[src/rtl/rrbd_pkg.sv]
`timescale 1ns / 1ps
`default_nettype none

package rrbd_pkg;

  localparam int unsigned CntW = 8;
  localparam int unsigned ChW  = 8;
  localparam int unsigned CfgIdxW = 3;
  localparam int unsigned CfgDataW = 8;
  localparam int unsigned NumBtn = 4;

  localparam logic [CntW-1:0] CntMax = '1;

  localparam logic [7:0] RstUpdownThr    = 8'd10;
  localparam logic [7:0] RstStartstopThr = 8'd5;
  localparam logic [7:0] RstChMin        = 8'd3;
  localparam logic [7:0] RstChMax        = 8'd18;
  localparam logic [7:0] RstChStart      = 8'd3;

  localparam logic [1:0] BtnUp    = 2'd0;
  localparam logic [1:0] BtnDown  = 2'd1;
  localparam logic [1:0] BtnStart = 2'd2;
  localparam logic [1:0] BtnStop  = 2'd3;

  localparam logic [CfgIdxW-1:0] CfgUpdownThr    = 3'd0;
  localparam logic [CfgIdxW-1:0] CfgStartstopThr = 3'd1;
  localparam logic [CfgIdxW-1:0] CfgChMin        = 3'd2;
  localparam logic [CfgIdxW-1:0] CfgChMax        = 3'd3;
  localparam logic [CfgIdxW-1:0] CfgChStart      = 3'd4;

  typedef struct packed {
    logic level_up;
    logic level_down;
    logic level_start;
    logic level_stop;
  } in_word_t;

  typedef struct packed {
    logic [ChW-1:0] channel;
    logic           running;
    logic [1:0]     serviced_button;
  } out_word_t;

  typedef struct packed {
    logic [CntW-1:0] updown_thr;
    logic [CntW-1:0] startstop_thr;
    logic [ChW-1:0]  ch_min;
    logic [ChW-1:0]  ch_max;
  } cfg_regs_t;

  typedef struct packed {
    logic [1:0]        scan;
    logic [NumBtn-1:0] latched;
  } core_stat_t;

endpackage

`default_nettype wire

[src/rtl/rrbd_cfg.sv]
`timescale 1ns / 1ps
`default_nettype none

module rrbd_cfg
  import rrbd_pkg::*;
(
  input  wire logic                clk,
  input  wire logic                rst_n,
  input  wire logic                cfg_we,
  input  wire logic [CfgIdxW-1:0]  cfg_index,
  input  wire logic [CfgDataW-1:0] cfg_wdata,
  output cfg_regs_t                cfg_regs
);

  cfg_regs_t regs_r;
  cfg_regs_t regs_nxt;

  // The start channel only matters at reset, and reset restores its default,
  // so a write to it has no lasting effect and needs no storage.
  always_comb begin
    regs_nxt = regs_r;
    if (cfg_we) begin
      case (cfg_index)
        CfgUpdownThr:    regs_nxt.updown_thr    = cfg_wdata;
        CfgStartstopThr: regs_nxt.startstop_thr = cfg_wdata;
        CfgChMin:        regs_nxt.ch_min        = cfg_wdata;
        CfgChMax:        regs_nxt.ch_max        = cfg_wdata;
        CfgChStart:      regs_nxt = regs_r;
        default:         regs_nxt = regs_r;
      endcase
    end
  end

  always_ff @(posedge clk) begin
    if (!rst_n) begin
      regs_r.updown_thr    <= RstUpdownThr;
      regs_r.startstop_thr <= RstStartstopThr;
      regs_r.ch_min        <= RstChMin;
      regs_r.ch_max        <= RstChMax;
    end else begin
      regs_r <= regs_nxt;
    end
  end

  assign cfg_regs = regs_r;

endmodule

`default_nettype wire

[src/rtl/rrbd_core.sv]
`timescale 1ns / 1ps
`default_nettype none

module rrbd_core
  import rrbd_pkg::*;
(
  input  wire logic clk,
  input  wire logic rst_n,
  input  wire logic step,
  input  wire in_word_t  in_word,
  input  wire cfg_regs_t cfg_regs,
  output out_word_t result,
  output core_stat_t stat
);

  logic [1:0]        scan_r,  scan_nxt;
  logic [CntW-1:0]   cnt_r [NumBtn];
  logic [CntW-1:0]   cnt_nxt;
  logic [NumBtn-1:0] lat_r,   lat_nxt;
  logic [ChW-1:0]    chan_r,  chan_nxt;
  logic              run_r,   run_nxt;

  logic            pressed;
  logic [CntW-1:0] thr;
  logic [CntW-1:0] cnt_cur;
  logic [CntW-1:0] cnt_inc;
  logic            fire;
  logic [ChW:0]    up_val;
  logic [ChW:0]    min_plus1;

  always_comb begin
    case (scan_r)
      BtnUp:    pressed = !in_word.level_up;
      BtnDown:  pressed = !in_word.level_down;
      BtnStart: pressed = !in_word.level_start;
      BtnStop:  pressed = !in_word.level_stop;
      default:  pressed = 1'b0;
    endcase
  end

  assign thr     = (scan_r == BtnUp || scan_r == BtnDown) ?
                   cfg_regs.updown_thr : cfg_regs.startstop_thr;
  assign cnt_cur = cnt_r[scan_r];
  assign cnt_inc = (cnt_cur == CntMax) ? cnt_cur : cnt_cur + 1'b1;

  assign up_val    = {1'b0, chan_r} + 1'b1;
  assign min_plus1 = {1'b0, cfg_regs.ch_min} + 1'b1;

  always_comb begin
    cnt_nxt  = cnt_cur;
    lat_nxt  = lat_r;
    chan_nxt = chan_r;
    run_nxt  = run_r;
    fire     = 1'b0;
    scan_nxt = scan_r + 1'b1;
    if (pressed && !lat_r[scan_r]) begin
      cnt_nxt = cnt_inc;
      if (cnt_inc > thr) begin
        lat_nxt[scan_r] = 1'b1;
        fire            = 1'b1;
      end
    end else if (!pressed && lat_r[scan_r]) begin
      cnt_nxt         = '0;
      lat_nxt[scan_r] = 1'b0;
    end
    if (fire) begin
      case (scan_r)
        BtnUp: begin
          if (up_val >= {1'b0, cfg_regs.ch_max}) begin
            chan_nxt = cfg_regs.ch_max;
          end else begin
            chan_nxt = up_val[ChW-1:0];
          end
        end
        BtnDown: begin
          if ({1'b0, chan_r} <= min_plus1) begin
            chan_nxt = cfg_regs.ch_min;
          end else begin
            chan_nxt = chan_r - 1'b1;
          end
        end
        BtnStart: run_nxt = 1'b1;
        BtnStop:  run_nxt = 1'b0;
        default:  run_nxt = run_r;
      endcase
    end
  end

  always_ff @(posedge clk) begin
    if (!rst_n) begin
      scan_r <= BtnUp;
      lat_r  <= '0;
      chan_r <= RstChStart;
      run_r  <= 1'b0;
      for (int i = 0; i < NumBtn; i++) begin
        cnt_r[i] <= '0;
      end
    end else if (step) begin
      scan_r         <= scan_nxt;
      lat_r          <= lat_nxt;
      chan_r         <= chan_nxt;
      run_r          <= run_nxt;
      cnt_r[scan_r]  <= cnt_nxt;
    end
  end

  assign result.channel         = chan_nxt;
  assign result.running         = run_nxt;
  assign result.serviced_button = scan_r;

  assign stat.scan    = scan_r;
  assign stat.latched = lat_r;

endmodule

`default_nettype wire

[src/rtl/round_robin_button_debounce_channel_top.sv]
`timescale 1ns / 1ps
`default_nettype none

// Channel  Direction  Handshake            Payload
// in_      input      in_valid / in_ready   in_data   (in_word_t)
// out_     output     out_valid / out_ready out_data  (out_word_t)
// cfg_     input      cfg_we                cfg_index, cfg_wdata
//
// One word per clock cycle sustained while out_ready is high; a word waiting in
// the input register moves to the result register once it is empty or read.
// The debounce state is updated as a word moves from the input register into
// the result register, so each word sees the state left by the one before it.
// Reset is synchronous and active low; it restores the register defaults,
// clears all press counters and latches and loads the start channel.
// A stalled out_ready holds the result register and, once the input register
// is also full, drops in_ready.

module round_robin_button_debounce_channel_top
  import rrbd_pkg::*;
(
  input  wire logic                clk,
  input  wire logic                rst_n,
  input  wire logic                in_valid,
  output logic                     in_ready,
  input  wire in_word_t            in_data,
  output logic                     out_valid,
  input  wire logic                out_ready,
  output out_word_t                out_data,
  input  wire logic                cfg_we,
  input  wire logic [CfgIdxW-1:0]  cfg_index,
  input  wire logic [CfgDataW-1:0] cfg_wdata
);

  logic       s1_valid_r, s1_valid_nxt;
  in_word_t   s1_data_r;
  logic       out_valid_r, out_valid_nxt;
  out_word_t  out_data_r;
  logic       adv;
  cfg_regs_t  cfg_regs;
  out_word_t  core_result;
  core_stat_t core_stat;

  rrbd_cfg u_cfg (
    .clk       (clk),
    .rst_n     (rst_n),
    .cfg_we    (cfg_we),
    .cfg_index (cfg_index),
    .cfg_wdata (cfg_wdata),
    .cfg_regs  (cfg_regs)
  );

  rrbd_core u_core (
    .clk      (clk),
    .rst_n    (rst_n),
    .step     (adv),
    .in_word  (s1_data_r),
    .cfg_regs (cfg_regs),
    .result   (core_result),
    .stat     (core_stat)
  );

  assign adv      = s1_valid_r && (!out_valid_r || out_ready);
  assign in_ready = !s1_valid_r || adv;

  always_comb begin
    s1_valid_nxt = s1_valid_r;
    if (in_valid && in_ready) begin
      s1_valid_nxt = 1'b1;
    end else if (adv) begin
      s1_valid_nxt = 1'b0;
    end
    out_valid_nxt = out_valid_r;
    if (adv) begin
      out_valid_nxt = 1'b1;
    end else if (out_ready) begin
      out_valid_nxt = 1'b0;
    end
  end

  always_ff @(posedge clk) begin
    if (!rst_n) begin
      s1_valid_r  <= 1'b0;
      out_valid_r <= 1'b0;
    end else begin
      s1_valid_r  <= s1_valid_nxt;
      out_valid_r <= out_valid_nxt;
    end
  end

  always_ff @(posedge clk) begin
    if (in_valid && in_ready) begin
      s1_data_r <= in_data;
    end
    if (adv) begin
      out_data_r <= core_result;
    end
  end

  assign out_valid = out_valid_r;
  assign out_data  = out_data_r;

  a_adv_fills_out : assert property (@(posedge clk) disable iff (!rst_n)
    adv |=> out_valid_r)
    else $error("result register not loaded after a word left the input register");

  a_s1_holds : assert property (@(posedge clk) disable iff (!rst_n)
    s1_valid_r && !adv |=> s1_valid_r && $stable(s1_data_r))
    else $error("input register lost a waiting word");

  a_scan_steps : assert property (@(posedge clk) disable iff (!rst_n)
    adv |=> core_stat.scan == $past(core_stat.scan) + 2'd1)
    else $error("scan position did not advance by one button");

  a_scan_holds : assert property (@(posedge clk) disable iff (!rst_n)
    !adv |=> $stable(core_stat.scan) && $stable(core_stat.latched))
    else $error("debounce state changed without a word");

endmodule

`default_nettype wire

[config.mk]
export PLATFORM = sky130hd
export DESIGN_NAME = round_robin_button_debounce_channel_top
export DESIGN_NICKNAME = d
export VERILOG_FILES = /design/src/rtl/rrbd_pkg.sv /design/src/rtl/rrbd_cfg.sv /design/src/rtl/rrbd_core.sv /design/src/rtl/round_robin_button_debounce_channel_top.sv
export SDC_FILE = /design/constraint.sdc
export NUM_CORES = 1
export LEC_CHECK = 0
export ABC_AREA = 1
export BUFFER_PORTS_ARGS = -buffer_cell sky130_fd_sc_hd__buf_2
export CAP_MARGIN = 20
export CORE_ASPECT_RATIO = 0.6
export CORE_MARGIN = 2
export CORE_UTILIZATION = 46
export DETAILED_ROUTE_END_ITERATION = 12
export PLACE_DENSITY = 0.71
export SLEW_MARGIN = 0
export SYNTH_ARGS = -nofsm -noshare
export SYNTH_HDL_FRONTEND = slang
export SYNTH_SLANG_ARGS = --single-unit
[constraint.sdc]
create_clock -name clk -period 6.7 [get_ports clk]
set_clock_uncertainty 0.15 [all_clocks]
set_input_delay 2.01 -clock clk [delete_from_list [all_inputs] [get_ports clk]]
set_output_delay 2.01 -clock clk [all_outputs]
set_load 0.05 [all_outputs]
---- Word level (Yosys, flattened, before mapping) ----
Memory sizes are Yosys's and may differ from the RTL's. A register that Yosys moved wholly into a read port is not among the register bits.
Cells that the tools add are included.
storage, ports and cells
  register bits ........................... 64
  latch bits .............................. 0
  memory bits (writable) .................. 32
  bits in read-only memories .............. 0
  bits of input ports ..................... 20
  logic and storage cells ................. 99
  memories kept ........................... 1
memories
  memory        depth  width  rd ports  clocked after memory_dff  write ports  line             source
  u_core.cnt_r  4      8      1         1                         4            rrbd_core.sv:17  logic [CntW-1:0] cnt_r [NumBtn];
operators by class
  add/subtract/negate cells ............... 5
  multipliers ............................. 0
  div/mod/pow operators ................... 0
  magnitude comparators ................... 5
  eq/ne operators ......................... 8
  shift operators ......................... 0
  mux-type cells .......................... 33
  bitwise logic cells ..................... 3
  reductions and logical operators ........ 27
operator list
  cell                                              number
  two-way mux 8 bit                                 8
  adder 8 x 1 -> 9 bit, second input constant       2
  one-hot mux 8 bit (2 select lines)                1
  two-way mux 1 bit                                 14
  two-way mux 4 bit                                 3
  greater-or-equal comparator 9 x 8 -> 1 bit        1
  less-or-equal comparator 8 x 9 -> 1 bit           1
  adder 8 x 1 -> 8 bit, second input constant       1
  == test 8 bit, second input constant              1
  > comparator 8 bit                                1
  zero test 1 bit                                   8
  AND reduction 2 bit                               4
  OR reduction 8 bit                                1
  subtractor 8 x 1 -> 8 bit, second input constant  1
  == test 3 x 2 -> 1 bit, second input constant     2
  two-way mux 2 bit                                 3
  nonzero test 2 bit                                3
  logical AND 1 bit                                 5
  AND 4 bit                                         1
  == test 2 bit, second input constant              2
  NOT 4 bit                                         1
  OR 4 bit                                          1
  one-hot mux 1 bit (4 select lines)                1
  == test 3 x 1 -> 1 bit, second input constant     1
  12 further kinds                                  14

---- Longest topological paths before layout ----
Gate-level depths: netlist (run 1).
  depth after elaboration ................. 8
  mapped depth ............................ 26
  depth with buffers taken out ............ 24

---- Modules after synthesis ----
A second synthesis (run 1) with hierarchy kept.
second synthesis, totals
  cells, all modules ...................... 764
  area, all modules ....................... 5977.0 µm²
by module, submodules not included
  module                                   instances  cells an instance  area each (µm²)
  rrbd_core                                1          549                4096.4
  rrbd_cfg                                 1          187                1335.0
  round_robin_button_debounce_channel_top  1          28                 545.5

---- Worst setup path before layout (run 1) ----
No wires, ideal clock.
  path type ............................... input port to output port
  start ................................... in out_ready
  end ..................................... out in_ready
  data arrival time ....................... 2470 ps
  path slack .............................. 2070 ps
  cell stages on the path ................. 2
  buffers on the path ..................... 0
  path through ............................ inv_1 nand3_1
on the way
  longest elaborated chain between the ends .. 3
ends and longest elaborated chain
  what               line                                           source
  start, declared    round_robin_button_debounce_channel_top.sv:27  input wire logic out_ready,
  logical OR 1 bit   round_robin_button_debounce_channel_top.sv:62  assign adv = s1_valid_r && (!out_valid_r || out_ready);
  logical AND 1 bit  round_robin_button_debounce_channel_top.sv:62
  logical OR 1 bit   round_robin_button_debounce_channel_top.sv:63  assign in_ready = !s1_valid_r || adv;
  end, declared      round_robin_button_debounce_channel_top.sv:24  output logic in_ready,
Every way passes these cells.

---- Final worst setup path (run 1) ----
Ends and elaborated chain as after synthesis.

==> flow_metrics.tcl, run 1 <==
set metrics [dict create \
    status "finished clean" \
    syn_area_per_cell_um2 7.89 \
    ys_top_cells_by_area "edfxtp_1, dfxtp_1, nand2_1, ha_1, inv_1" \
    yosys_warnings 0 \
    place_inst 886 \
    power_leakage_nw 2.74 \
    final_common_cell "nand2_1" \
    cp-start-kind "primary input" \
    final_cell_mix "nand2_1, inv_1, nor2_1" \
    yosysTopAreaCellShare_pct 25.4 \
    rsz0062_at_grt "no" \
    fin_nets 785 \
    cts_resized 0 \
    yosysTopAreaCell "edfxtp_1" \
    diodes 0 \
    tightestPinTransition_ns 0.879 \
    synth_enable_flop_cells 47 \
    regToRegSetupSlack_ns 2.44 \
    cts_root_buf "clkbuf_16" \
    setup_viol 0 \
    async_flop_share_pct 0 \
    hold_path.class "reg2reg" \
    postCtsHoldBufs 0 \
    post-route-min-period_ns 4.65 \
    grt_first_pass_wirelength_um 22300 \
    maxSlewHeadroom_pct 40.9 \
    grt_max_degree 35 \
    critical_path_class "in2out" \
    routed_wl_um 14200 \
    dieArea_um2 13000 \
    die_x_um 146 \
    clk_pin_slew_ns 0.07 \
    ant_nets 0 \
    hold_viol_final 0 \
    ys.flop_type "dfxtp_1" \
    cts_max_level 3 \
    powerDensity_nw_per_um2 255 \
    area_delta_synth_final_pct 10.5 \
    cts_tree "yes" \
    die_h_um 89.1 \
    fmax_ghz 0.215 \
    irDropWorstVdd_mv 0.121 \
    dp_hpwl_um 11000 \
    core_um2 11900 \
    end_kind "output port" \
    num_io_pins 33 \
    initial_core_util_pct 46.6 \
    path_max_fanout 3 \
    tns_ns 0 \
    cts.sinks 98 \
    ys_ff_latch 98 \
    seq_area_um2 2430 \
    drt-initial-drc-count 541 \
    power_w 0.00156 \
    globalplace.congestion 0.976 \
    synth_cell_type_count 44 \
    cts_made_buffers 9 \
    cts_setup_buffers 0 \
    clockBufferDepth 2 \
    layout-drive-gt1-share_pct 11.0 \
    rows 31 \
    multiInputGateArea_um2 2680 \
    ys_seq_area_share_pct 43.8 \
    vias 4764 \
    placed_area_um2 5830 \
    grt_use_total_pct 22.4 \
    viasPerCell 5.28 \
    io_buffers 32 \
    cap_viol_max_count 0 \
    clk_latency_ns 0.35 \
    grt_antenna_before_repair 0 \
    wire_per_inst_um 15.7 \
    fillCellCount 1154 \
    required_ns 4.54 \
    drtPass1Iterations 8 \
    finalCritPeriodShare_pct 69.5 \
    synth_area_um2 5550 \
    arrival_ns 2.49 \
    syn_inst 704 \
    slew_violations 0 \
    drc 0 \
    grt.overflow.total 0 \
    grt_pass1_vias 4261 \
    finalInstanceArea_um2 6130 \
    synth_nets 756 \
    hold-worst-slack_ns 0.310 \
    finalNonFillerCells 903 \
]
cell usage after synthesis, types with 3 or more instances:
cell        n
a21oi_1    45
and2_1      4
buf_6       3
clkbuf_1    9
dfxtp_1    51
edfxtp_1   47
ha_1       32
inv_1      81
inv_2       9
nand2_1   168
nand2_2     3
nand3_1    56
nand3_2     3
nand4_1     6
nor2_1     80
nor2_2      3
nor3_1      6
o211ai_1    4
o21ai_0    46
o21ai_1     3
o21bai_1    3
xor2_1     14
layout make-up:
class	count	area share [%]
Sequential cell	98	39.7
Tap cell	165	3.37
Clock buffer	9	3.67
Clock inverter	7	1.20
Multi-Input combinational cell	499	43.6
Timing Repair Buffer	33	2.73
Inverter	92	5.71
layer usage:
| layer | wire length [um] | share of wire (%) | GRT usage, % | vias up |
|---|---|---|---|---|
| met5 | 0 | 0 | 0 | - |
| met4 | 85 | 0.60 | 4.19 | 0 |
| met3 | 1390 | 9.8 | 5.87 | 11 |
| met2 | 5440 | 38 | 30.3 | 209 |
| met1 | 7250 | 51 | 35.3 | 2167 |
| li1 | - | - | - | 2377 |
stage by stage:
stage | util (%) | setup WS (ns)
2_1_floorplan | - | 2.07
3_3_place_gp | 48.9 | 2.02
3_5_place_dp | 48.9 | 1.92
4_1_cts | 51.4 | 2.04
5_1_grt | 51.5 | 1.91
6_report | 51.5 | 2.05
sequential cells by signal, summed over array words and instances (netlist names), named ones only:
name	flops
s1_valid_r	1
s1_data_r	4
u_cfg.cfg_regs	32
u_core.scan_r	2
out_data	11
out_valid	1
u_core.chan_r	8
u_core.cnt_r	32
u_core.run_r	1
worst max-delay path, cell delays in order:
cell     delay [ns]
buf_2          0.08
inv_1          0.04
nand3_1        0.09
buf_2          0.28
cell families after synthesis:
kind of cell    count (synthesis)  synth area share, %
mux                             2                0.361
flops                          98                 43.8
simple gates                  335                 26.0
buf+inv                       107                 7.98
xor+xnor                       16                 2.66
fa+ha+maj                      32                 7.21
compound gates                114                 11.9
final timing paths:
check	to	start	depth (start not counted)
max	in_ready	out_ready	4
min	u_cfg.cfg_regs[18]	u_cfg.cfg_regs[18]	2
max reg2reg	out_data[3]	register	22
min reg2reg	u_cfg.cfg_regs[18]	u_cfg.cfg_regs[18]	2
report_power, final:
group | switching, W | internal, W | total (W)
sequential | 0.0000223 | 0.000664 | 0.000686
combinational | 0.000260 | 0.000106 | 0.000367
clock | 0.000249 | 0.000261 | 0.000510
total | 0.000531 | 0.00103 | 0.00156
Note: power is estimated with default switching activity, not from simulation.
==> run 2, diff against run 1 <==
==> constraint.sdc (replaced) <==
create_clock -name clk -period 4.7 [get_ports clk]
set_clock_uncertainty 0.15 [all_clocks]
set_input_delay 1.41 -clock clk [delete_from_list [all_inputs] [get_ports clk]]
set_output_delay 1.41 -clock clk [all_outputs]
set_load 0.05 [all_outputs]
==> flow_metrics.tcl, run 2 (synthesis results as in run 1) <==
set metrics [dict create \
    status "finished clean" \
    drc 0 \
    wire_per_inst_um 15.5 \
    dieArea_um2 13000 \
    dp_hpwl_um 10900 \
    viasPerCell 5.27 \
    clk_pin_slew_ns 0.07 \
    grt_pass1_vias 4219 \
    grt.overflow.total 0 \
    cp-start-kind "register" \
    slowest_delay_ns 0.76 \
    regToRegSetupSlack_ns 0.51 \
    wl_met2_um 5340 \
    wl_met3_um 1330 \
    core_um2 11900 \
    cpMaxStageDelayCell "dfxtp_1" \
    irDropWorstVdd_mv 0.213 \
    required_ns 4.65 \
    grt_use_total_pct 22.1 \
    die_h_um 89.1 \
    slew_violations 0 \
    cts_max_level 3 \
    cap_viol_max_count 0 \
    wl_met1_um 7150 \
    tns_ns 0 \
    hold_viol_final 0 \
    grt_max_degree 34 \
    min_from "u_cfg.cfg_regs[26]" \
    rsz0062_at_grt "no" \
    cp_top_family "simple AND/OR/NAND/NOR gates" \
    min_to "u_cfg.cfg_regs[26]" \
    finalNonFillerCells 906 \
    final_cell_mix "nand2_1, inv_1, nor2_1" \
    grt_first_pass_wirelength_um 22000 \
    die_x_um 146 \
    cts.sinks 98 \
    clk_latency_ns 0.35 \
    cts_made_buffers 9 \
    critical_path_class "reg2reg" \
    holdPathStages 2 \
    end_kind "register" \
    drt-initial-drc-count 433 \
    cts_resized 0 \
    clockBufferDepth 2 \
    cpMostUsedCell "nand2_1" \
    cts_tree "yes" \
    routed_wl_um 14000 \
    post-route-min-period_ns 4.19 \
    diodes 0 \
    layout-drive-gt1-share_pct 11.3 \
    postCtsHoldBufs 0 \
    timing.rr.end "out_data[6]" \
    maxSlewHeadroom_pct 31.6 \
    final_common_cell "nand2_1" \
    fin_nets 788 \
    finalCritPeriodShare_pct 89.2 \
    cts_root_buf "clkbuf_16" \
    num_io_pins 33 \
    tightestPinTransition_ns 1.02 \
    hold_path.class "reg2reg" \
    arrival_ns 4.14 \
    ant_nets 0 \
    place_inst 890 \
    crit_buf_inv 2 \
    grt_antenna_before_repair 0 \
    initial_core_util_pct 46.6 \
    setup_viol 0 \
    fmax_ghz 0.239 \
    vias 4775 \
    globalplace.congestion 0.998 \
    path_max_fanout 17 \
    path_cells "nand2_1 -> nand3_1 -> nand2_1 -> inv_1 -> ha_1 -> inv_1 -> nor3_4 -> nand4_4 -> nand2_1 -> o21ai_2 -> ha_1 -> a21oi_1 -> o21ai_0 -> nand2_1 -> nand2_1 -> nand3_2 -> nor2_4 -> nand3_1 -> and2_1" \
    area_delta_synth_final_pct 11.2 \
    cts_setup_buffers 0 \
    powerDensity_nw_per_um2 367 \
    io_buffers 32 \
    r2r_cells 19 \
    drtPass1Iterations 6 \
    top_layer_used "met4" \
    rows 31 \
    power_leakage_nw 2.77 \
]
==> run 2: cell count changes in the layout (fill, tap and decap cells not counted), sizes merged <==
cell / previous run / this run
clkinvlp: 2 / 0
buf: 32 / 36
clkbuf: 10 / 12
clkinv: 4 / 2
inv: 93 / 94
==> run 2: final cells by class <==
class | instances | area (um2)
flip-flops and latches | 98 | 2430
well taps | 165 | 206
repair buffers | 36 | 190
clock buffers | 12 | 283
fillers | 1116 | 5730
multi-input cells | 499 | 2680
clock inverters | 4 | 37.5
inverters | 92 | 350
==> run 2: how the worst max path moves through the flow <==
stage	endpoint	slack (ns)	cells past startpoint
floorplan	in_ready	1.27	2
global placement	out_data[5]	0.87	19
detailed placement	out_data[8]	0.65	19
CTS	out_data[6]	0.53	19
global route	out_data[6]	0.16	19
finish	out_data[6]	0.51	19
==> run 2: report_power, final <==
part	switching (W)	internal [W]	leakage, nW
Sequential	0.0000308	0.000946	0.889
Clock	0.000326	0.000438	0.159
Combinational	0.000371	0.000155	1.73
==> run 2: tightest hold or removal path: cells and delay by family (launching register included) <==
family / cells / cell delay [ns]
DFF: 1 / 0.30
buffers and inverters: 1 / 0.06
AOI/OAI and AO/OA: 1 / 0.05
==> run 2: metrics by stage <==
step	setup WS (ns)	total power, W	hold slack (ns)	utilization [%]	area, um2
2_1_floorplan	1.27	0.00137	0.274	-	5550
3_3_place_gp	0.866	0.00148	0.283	49.2	5860
3_5_place_dp	0.647	0.00150	0.294	49.2	5860
4_1_cts	0.531	0.00226	0.304	51.9	6180
5_1_grt	0.162	0.00237	0.319	51.9	6180
6_report	0.510	0.00227	0.305	51.9	6180
==> run 2: layer usage <==
layer | GRT usage [%] | vias up
met2 | 29.8 | 205
met3 | 5.15 | 16
met5 | 0 | -
li1 | - | 2375
met1 | 34.8 | 2179
met4 | 5.79 | 0
==> run 3, diff against run 2 <==
==> constraint.sdc (replaced) <==
create_clock -name clk -period 4.15 [get_ports clk]
set_clock_uncertainty 0.15 [all_clocks]
set_input_delay 0.2075 -clock clk [delete_from_list [all_inputs] [get_ports clk]]
set_output_delay 0.2075 -clock clk [all_outputs]
set_load 0.05 [all_outputs]
==> flow_metrics.tcl, run 3 (synthesis results as in run 1) <==
set metrics [dict create \
    path_max_fanout 9 \
    num_io_pins 33 \
    slew_violations 0 \
    cp_top_family "simple AND/OR/NAND/NOR gates" \
    status "finished clean" \
    cap_viol_max_count 0 \
    crit_buf_inv 3 \
    fillCellCount 1100 \
    min_from "cfg_wdata[0]" \
    tns_ns 0 \
    required_ns 4.10 \
    globalplace.congestion 0.944 \
    die_x_um 146 \
    grt_use_total_pct 23.0 \
    power_leakage_nw 2.80 \
    routed_wl_um 14500 \
    wire_per_inst_um 15.9 \
    grt_pass1_vias 4372 \
    dp_hpwl_um 11000 \
    fin_nets 796 \
    cts_tree "yes" \
    powerDensity_nw_per_um2 412 \
    initial_core_util_pct 46.6 \
    cts_setup_buffers 0 \
    drtPass1Iterations 6 \
    post-route-min-period_ns 3.93 \
    cpMaxStageDelayCell "dfxtp_1" \
    clk_pin_slew_ns 0.07 \
    path_cells "inv_2 -> nand3_1 -> nand2_1 -> inv_1 -> ha_1 -> inv_1 -> nor3_4 -> nand4_4 -> nand2_1 -> o21ai_2 -> ha_1 -> a21oi_1 -> o21ai_0 -> nand2_1 -> nand2_1 -> nand3_2 -> nor2_4 -> nand3_1 -> and2_1" \
    finalCritPeriodShare_pct 94.7 \
    tightestPinTransition_ns 0.817 \
    dp_slack_ns 0.136 \
    maxSlewHeadroom_pct 45.1 \
    drc 0 \
    grt_first_pass_wirelength_um 23000 \
    fmax_ghz 0.255 \
    hold-worst-slack_ns 0.00229 \
    power_w 0.00257 \
    diodes 0 \
    end_kind "register" \
    cp-start-kind "register" \
    setup_viol 0 \
    rows 31 \
    grt.overflow.total 0 \
    irDropWorstVdd_mv 0.195 \
    final_cell_mix "nand2_1, inv_1, nor2_1" \
    final_common_cell "nand2_1" \
    die_h_um 89.1 \
    drt-initial-drc-count 528 \
    area_delta_synth_final_pct 12.5 \
    viasPerCell 5.35 \
    ant_nets 0 \
    critical_path_class "reg2reg" \
    cts_max_level 3 \
    vias 4892 \
    layout-drive-gt1-share_pct 11.1 \
    io_buffers 32 \
    clockBufferDepth 2 \
    hold_viol_final 0 \
    cts_root_buf "clkbuf_16" \
    slowest_delay_ns 0.53 \
    hold_path.class "in2reg" \
    core_um2 11900 \
    arrival_ns 3.88 \
    fin_util_pct 52.4 \
    grt_antenna_before_repair 0 \
    grt_max_degree 35 \
    rsz0062_at_grt "no" \
    worst_slack_ns 0.222 \
    cts_made_buffers 9 \
    clk_latency_ns 0.35 \
    dieArea_um2 13000 \
    cts.sinks 98 \
    cpMostUsedCell "nand2_1" \
]
## run 3: final cells by class
class                           count  area [um2]  share of cell area (%)
Multi-Input combinational cell    499        2680                    42.9
Sequential cell                    98        2430                    39.0
Inverter                           92         350                    5.61
Clock buffer                       14         274                    4.39
Timing Repair Buffer               44         268                    4.29
Tap cell                          165         206                    3.31
Clock inverter                      2        35.0                   0.561
## run 3: routing by layer
layer / global-route usage, % / up-vias / wire (um)
met5: 0 / - / 0
met2: 31.5 / 203 / 5580
li1: - / 2397 / -
met1: 35.3 / 2276 / 7280
met3: 5.71 / 16 / 1510
met4: 6.68 / 0 / 156
## run 3: worst register-to-register path: stages (launching register included)
cell and delay [ns]:
dfxtp_1 0.53, inv_2 0.19, nand3_1 0.14, nand2_1 0.14, inv_1 0.13, ha_1 0.20
inv_1 0.08, nor3_4 0.27, nand4_4 0.22, nand2_1 0.14, o21ai_2 0.07, ha_1 0.30
a21oi_1 0.07, o21ai_0 0.18, nand2_1 0.07, nand2_1 0.11, nand3_2 0.15, nor2_4 0.22
nand3_1 0.16, and2_1 0.18
## run 3: final timing paths
check                                          end  slack [ns]  cells after the start
worst max-delay path                   out_data[6]        0.22                     19
worst min-delay path            u_cfg.cfg_regs[16]       0.002                      3
worst max register to register         out_data[6]        0.22                     19
worst min register to register  u_cfg.cfg_regs[24]        0.31                      2
## run 3: what timing repair did
action,CTS,global route
hold endpoints to repair,9,0
hold buffers,8,0
endpoints found under the setup margin,0,22
gates resized for setup,0,1
## run 3: where the power goes
part           total [W]  internal (W)  switching, W
clock network   0.000868      0.000516      0.000352
logic           0.000598      0.000181      0.000417
registers        0.00111       0.00107     0.0000355
total            0.00257       0.00177      0.000805
## run 3: metrics by stage
step	instance area, um2	cells
4_1_cts	6240	913
3_5_place_dp	5850	889
3_3_place_gp	5850	889
2_1_floorplan	5550	704
6_report	6240	914
5_1_grt	6240	914
